===== config.mk =====
export PLATFORM = sky130hd
export DESIGN_NAME = vpdc_fifo
export DESIGN_NICKNAME = d
export VERILOG_FILES = /design/src/design/vpdc_pkg.sv /design/src/design/vpdc_fifo.sv
export SDC_FILE = /design/constraint.sdc
export NUM_CORES = 1
export LEC_CHECK = 0
export BUFFER_PORTS_ARGS = -buffer_cell sky130_fd_sc_hd__buf_2
export CAP_MARGIN = 15
export CORE_MARGIN = 5
export CORE_UTILIZATION = 45
export CTS_CLUSTER_DIAMETER = 40
export CTS_CLUSTER_SIZE = 25
export DETAILED_ROUTE_END_ITERATION = 12
export MAX_ROUTING_LAYER = met4
export PLACE_DENSITY = 0.7
export SLEW_MARGIN = 20
export SYNTH_ARGS = -nofsm -noshare
export SYNTH_HDL_FRONTEND = slang
export SYNTH_SLANG_ARGS = --single-unit
export TNS_END_PERCENT = 100

===== constraint.sdc =====
create_clock -name i_clk -period 2.95 [get_ports i_clk]
set_clock_uncertainty 0.15 [all_clocks]
set_input_delay 0.7375 -clock i_clk [delete_from_list [all_inputs] [get_ports i_clk]]
set_output_delay 0.7375 -clock i_clk [all_outputs]
set_load 0.01 [all_outputs]

===== src/design/vpdc_pkg.sv =====
// Package of the valve and pump duty cycler: widths, codes, run record type.
// No dependencies; every other design file but assert_macros.svh imports it.
`timescale 1ns / 1ps
`default_nettype none

package vpdc_pkg;

    localparam int VALVE_COUNT  = 4;
    localparam int VALVE_W      = 3;
    localparam int OPTION_W     = 4;
    localparam int TOKEN_W      = 4;
    localparam int VALVES_W     = 4;
    localparam int MARKS_W      = VALVES_W + 1;
    localparam int TPS_W        = 7;
    localparam int CNT_W        = 16;
    localparam int THR_W        = OPTION_W + TPS_W;
    localparam int CFG_IDX_W    = 1;
    localparam int CFG_DATA_W   = 16;
    localparam int RUN_MAX      = 3;
    localparam int RUN_CNT_W    = 2;
    localparam int QUEUE_DEPTH  = 4;

    localparam logic [TOKEN_W-1:0]  TOKEN_RESET   = 4'd0;
    localparam logic [TOKEN_W-1:0]  TOKEN_PUMP    = 4'd9;
    localparam logic [OPTION_W-1:0] CYCLE_SECONDS = 4'd10;
    localparam logic [TPS_W-1:0]    TPS_RESET     = 7'd10;
    localparam logic [CNT_W-1:0]    WDOG_RESET    = 16'd30;

    typedef enum logic {
        OP_COMMAND = 1'b0,
        OP_TICK    = 1'b1
    } t_op;

    typedef enum logic [CFG_IDX_W-1:0] {
        CFG_TPS  = 1'b0,
        CFG_WDOG = 1'b1
    } t_cfg_idx;

    typedef struct packed {
        logic [RUN_CNT_W-1:0]              n;
        logic [RUN_MAX-1:0][TOKEN_W-1:0]   tok;
        logic [RUN_MAX-1:0]                pump;
        logic [RUN_MAX-1:0][VALVES_W-1:0]  vlv;
    } t_run;

    typedef struct packed {
        logic full;
        logic empty;
    } t_qstat;

endpackage

`default_nettype wire


===== src/design/vpdc_fifo.sv =====
// Short queue of token runs between the front and back stages.
// Depends on vpdc_pkg.
`timescale 1ns / 1ps
`default_nettype none

module vpdc_fifo import vpdc_pkg::*; (
    input  wire logic   i_clk,
    input  wire logic   i_rst_n,
    input  wire logic   i_push,
    input  wire t_run   i_run,
    input  wire logic   i_pop,
    output t_run        o_head,
    output t_qstat      o_stat
);
    localparam int PTR_W = $clog2(QUEUE_DEPTH);

    t_run           r_mem [QUEUE_DEPTH];
    logic [PTR_W:0] r_wptr;
    logic [PTR_W:0] r_rptr;

    always_ff @(posedge i_clk) begin
        if (!i_rst_n) begin
            r_wptr <= '0;
            r_rptr <= '0;
        end else begin
            if (i_push) begin
                r_wptr <= r_wptr + 1'b1;
            end
            if (i_pop) begin
                r_rptr <= r_rptr + 1'b1;
            end
        end
    end

    always_ff @(posedge i_clk) begin
        if (i_push) begin
            r_mem[r_wptr[PTR_W-1:0]] <= i_run;
        end
    end

    assign o_head       = r_mem[r_rptr[PTR_W-1:0]];
    assign o_stat.empty = (r_wptr == r_rptr);
    assign o_stat.full  = (r_wptr[PTR_W] != r_rptr[PTR_W]) &&
                          (r_wptr[PTR_W-1:0] == r_rptr[PTR_W-1:0]);
endmodule

`default_nettype wire


==> impl_metrics.env <==
export IMPL_gp_congestion=0.6856
export IMPL_antenna_found_initial=0
export IMPL_min_path_type="input port to flop"
export IMPL_synth_avg_cell_area_um2=23.94
export IMPL_holdPathEnd="r_mem[0][12]"
export IMPL_status="complete, no violations"
export IMPL_reg2reg_from="r_wptr[0]"
export IMPL_synthDistinctLibCells=21
export IMPL_peakVddDrop_mv=0.3739
export IMPL_clock_latency_ns=0.50
export IMPL_crit_arrival_ns=1.90
export IMPL_switchingPower_mw=0.9080
export IMPL_num_vias=2141
export IMPL_ys_seq_area_frac=0.7928
export IMPL_viasPerCell=5.098
export IMPL_postPlaceCellArea_um2=5101
export IMPL_p_leak_nw=1.972
export IMPL_start_kind="flop"
export IMPL_seqPwrFrac=0.478
export IMPL_fmax_mhz=358.8
export IMPL_port_buffers=63
export IMPL_p_int_mw=3.380
export IMPL_hold_depth=1
export IMPL_r2r_slack_ns=1.16
export IMPL_drtPass1Iterations=4
export IMPL_place_ws_ns=0.6310
export IMPL_cts_resized=0
export IMPL_ant_nets=0
export IMPL_cts_root_buf="clkbuf_8"
export IMPL_r2r_end="r_mem[0][15]"
export IMPL_setup_viol_count_final=0
export IMPL_power_frac_clock=0.438
export IMPL_ys_ff_latch=124
export IMPL_cts_hold_buf=0
export IMPL_cp_end_kind="output port"
export IMPL_hold_viol_final=0
export IMPL_htreeDepth=4
export IMPL_maxCapViolCount=0
export IMPL_synthCells=192
export IMPL_grt_overflow_total=0
export IMPL_finish_instance_area_um2=5648
export IMPL_grt_pass1_vias=2396
export IMPL_grt_setup_unrepaired="false"
export IMPL_die_w_um=111.1
export IMPL_track_usage=0.1439
export IMPL_drive_gt1_frac=0.4739
export IMPL_slew_headroom=0.6838
export IMPL_cts_sinks=124
export IMPL_worst_slack_ns=0.1628
export IMPL_cts_setup_buffers=0
export IMPL_clkTransAtPathRegs_ns=0.06
export IMPL_wirelength_um=7792
export IMPL_tightestPinTransition_ns=0.4743
export IMPL_crit_type="flop to output port"
export IMPL_synth_net_count=230
export IMPL_power_density_nw_per_um2=759.2
export IMPL_setup_tns_ns=0
export IMPL_boundaryPins=64
export IMPL_period_share=0.9448
export IMPL_switching_share=0.2117
export IMPL_initial_utilization=0.4659
export IMPL_hp_start="i_run[12]"
export IMPL_dr_first_iter_drc_count=80
export IMPL_die_h_um=111.1
export IMPL_nets=313
export IMPL_maxSlewViolCount=0
export IMPL_cts_buffers=17
export IMPL_hpwl_um=4923
export IMPL_dieArea_um2=12330
export IMPL_layout_min_cycle_time_ns=2.787
export IMPL_final_util=0.5726
export IMPL_ys_warn_count=0
export IMPL_grt_pass1_wl_um=12820
export IMPL_wl_per_cell_um=18.55
export IMPL_num_antenna_cells=0
export IMPL_syn_cell_area_um2=4596
export IMPL_core_um2=9864
export IMPL_crit_fanout=26
export IMPL_grt_start_max_net_pins=28
export IMPL_cts_buffer_depth=2
export IMPL_reg2reg_depth=4
export IMPL_combPwrFrac=0.085
export IMPL_cp_data_required_time_ns=2.06
export IMPL_core_rowCount=36
export IMPL_drc=0
export IMPL_cts_tree="done"
export IMPL_area_growth_pct=22.90
==> registers in the layout, summed over array words and instances, names as in the netlist, named ones only <==
signal  count
r_mem     116
r_wptr      3
r_rptr      3
==> Yosys cell counts (all sizes together) <==
cell	number	area (um2)
a21bo	2	20.02
a21oi	2	10.01
and2	4	25.02
buf	5	48.80
clkbuf	2	7.510
dfxtp	8	160.2
edfxtp	116	3483
ha	5	62.56
inv	3	11.26
mux2i	2	20.02
mux4	29	656.9
nand3b	2	15.01
nor2	5	18.77
nor3	1	5.000
nor3b	1	7.510
xnor2	3	26.28
xor2	2	17.52
==> critical path, cell delays in order (launching register included) <==
cell	delay (ns)
dfxtp_2	0.41
buf_12	0.26
mux4_1	0.57
buf_2	0.16
==> metrics by stage <==
stage | instances | hold WS (ns) | total power, mW
after floorplan | 192 | 0.3798 | 2.300
after global placement | 389 | 0.4068 | 2.448
after detailed placement | 389 | 0.4167 | 2.459
after CTS | 420 | 0.2769 | 4.341
after global routing | 420 | 0.2697 | 4.481
final | 420 | 0.3030 | 4.288
==> placed cells by master, fill, tap and decap left out, types with 3 or more instances in the layout <==
cell | netlist | layout
dfxtp_1 | 8 | 6
clkbuf_16 | 0 | 16
clkinvlp_4 | 0 | 3
buf_2 | 2 | 63
xnor2_1 | 3 | 3
buf_4 | 1 | 7
nor2_1 | 5 | 5
and2_2 | 0 | 4
edfxtp_1 | 116 | 116
clkinv_2 | 0 | 5
ha_1 | 5 | 5
inv_1 | 3 | 3
mux4_2 | 28 | 28
==> power groups by stage <==
stage                     logic (mW)  registers (mW)  clock network [mW]
after floorplan                0.233            2.07                   0
after global placement         0.368            2.08                   0
after detailed placement       0.373            2.09                   0
after CTS                      0.374            2.05                1.92
after global routing           0.400            2.06                2.03
final                          0.363            2.05                1.88
==> per-layer routing <==
metal	up-vias	wire, um	part of all wire	global-route usage
li1	969	-	-	-
met1	1102	3267	0.42	0.1727
met2	61	4029	0.52	0.2245
met3	9	425	0.055	0.05240
met4	0	69	0.0089	0.05596
met5	-	0	0	-
==> kinds of logic after synthesis <==
group | after synthesis | share of synthesized area
AND/OR/NAND/NOR | 13 | 0.01552
flip-flops | 124 | 0.7928
XOR/XNOR | 5 | 0.009531
buffers and inverters | 10 | 0.01470
AO/OA/AOI/OAI | 4 | 0.006534
adder cells (fa/ha/maj) | 5 | 0.01361
multiplexers | 31 | 0.1473
==> how the worst max path moves through the flow <==
stage / endpoint / start / slack, ns
6_report: o_head[2] / flop / 0.16
3_3_place_gp: o_head[2] / flop / 0.64
2_1_floorplan: r_mem[3][0] / i_push / 0.67
5_1_grt: o_head[2] / flop / 0.04
4_1_cts: o_head[2] / flop / 0.09
3_5_place_dp: o_head[2] / flop / 0.63
==> area by class of cell <==
type / count / area (um2)
inverter: 3 / 11.26
clock inverter: 12 / 125.1
sequential: 124 / 3646
timing repair buffer: 71 / 387.9
fill: 742 / 4217
tap: 133 / 166.4
clock buffer: 19 / 421.7
multi-input combinational: 58 / 889.6
No activity file was read; power rests on OpenSTA's default activity.
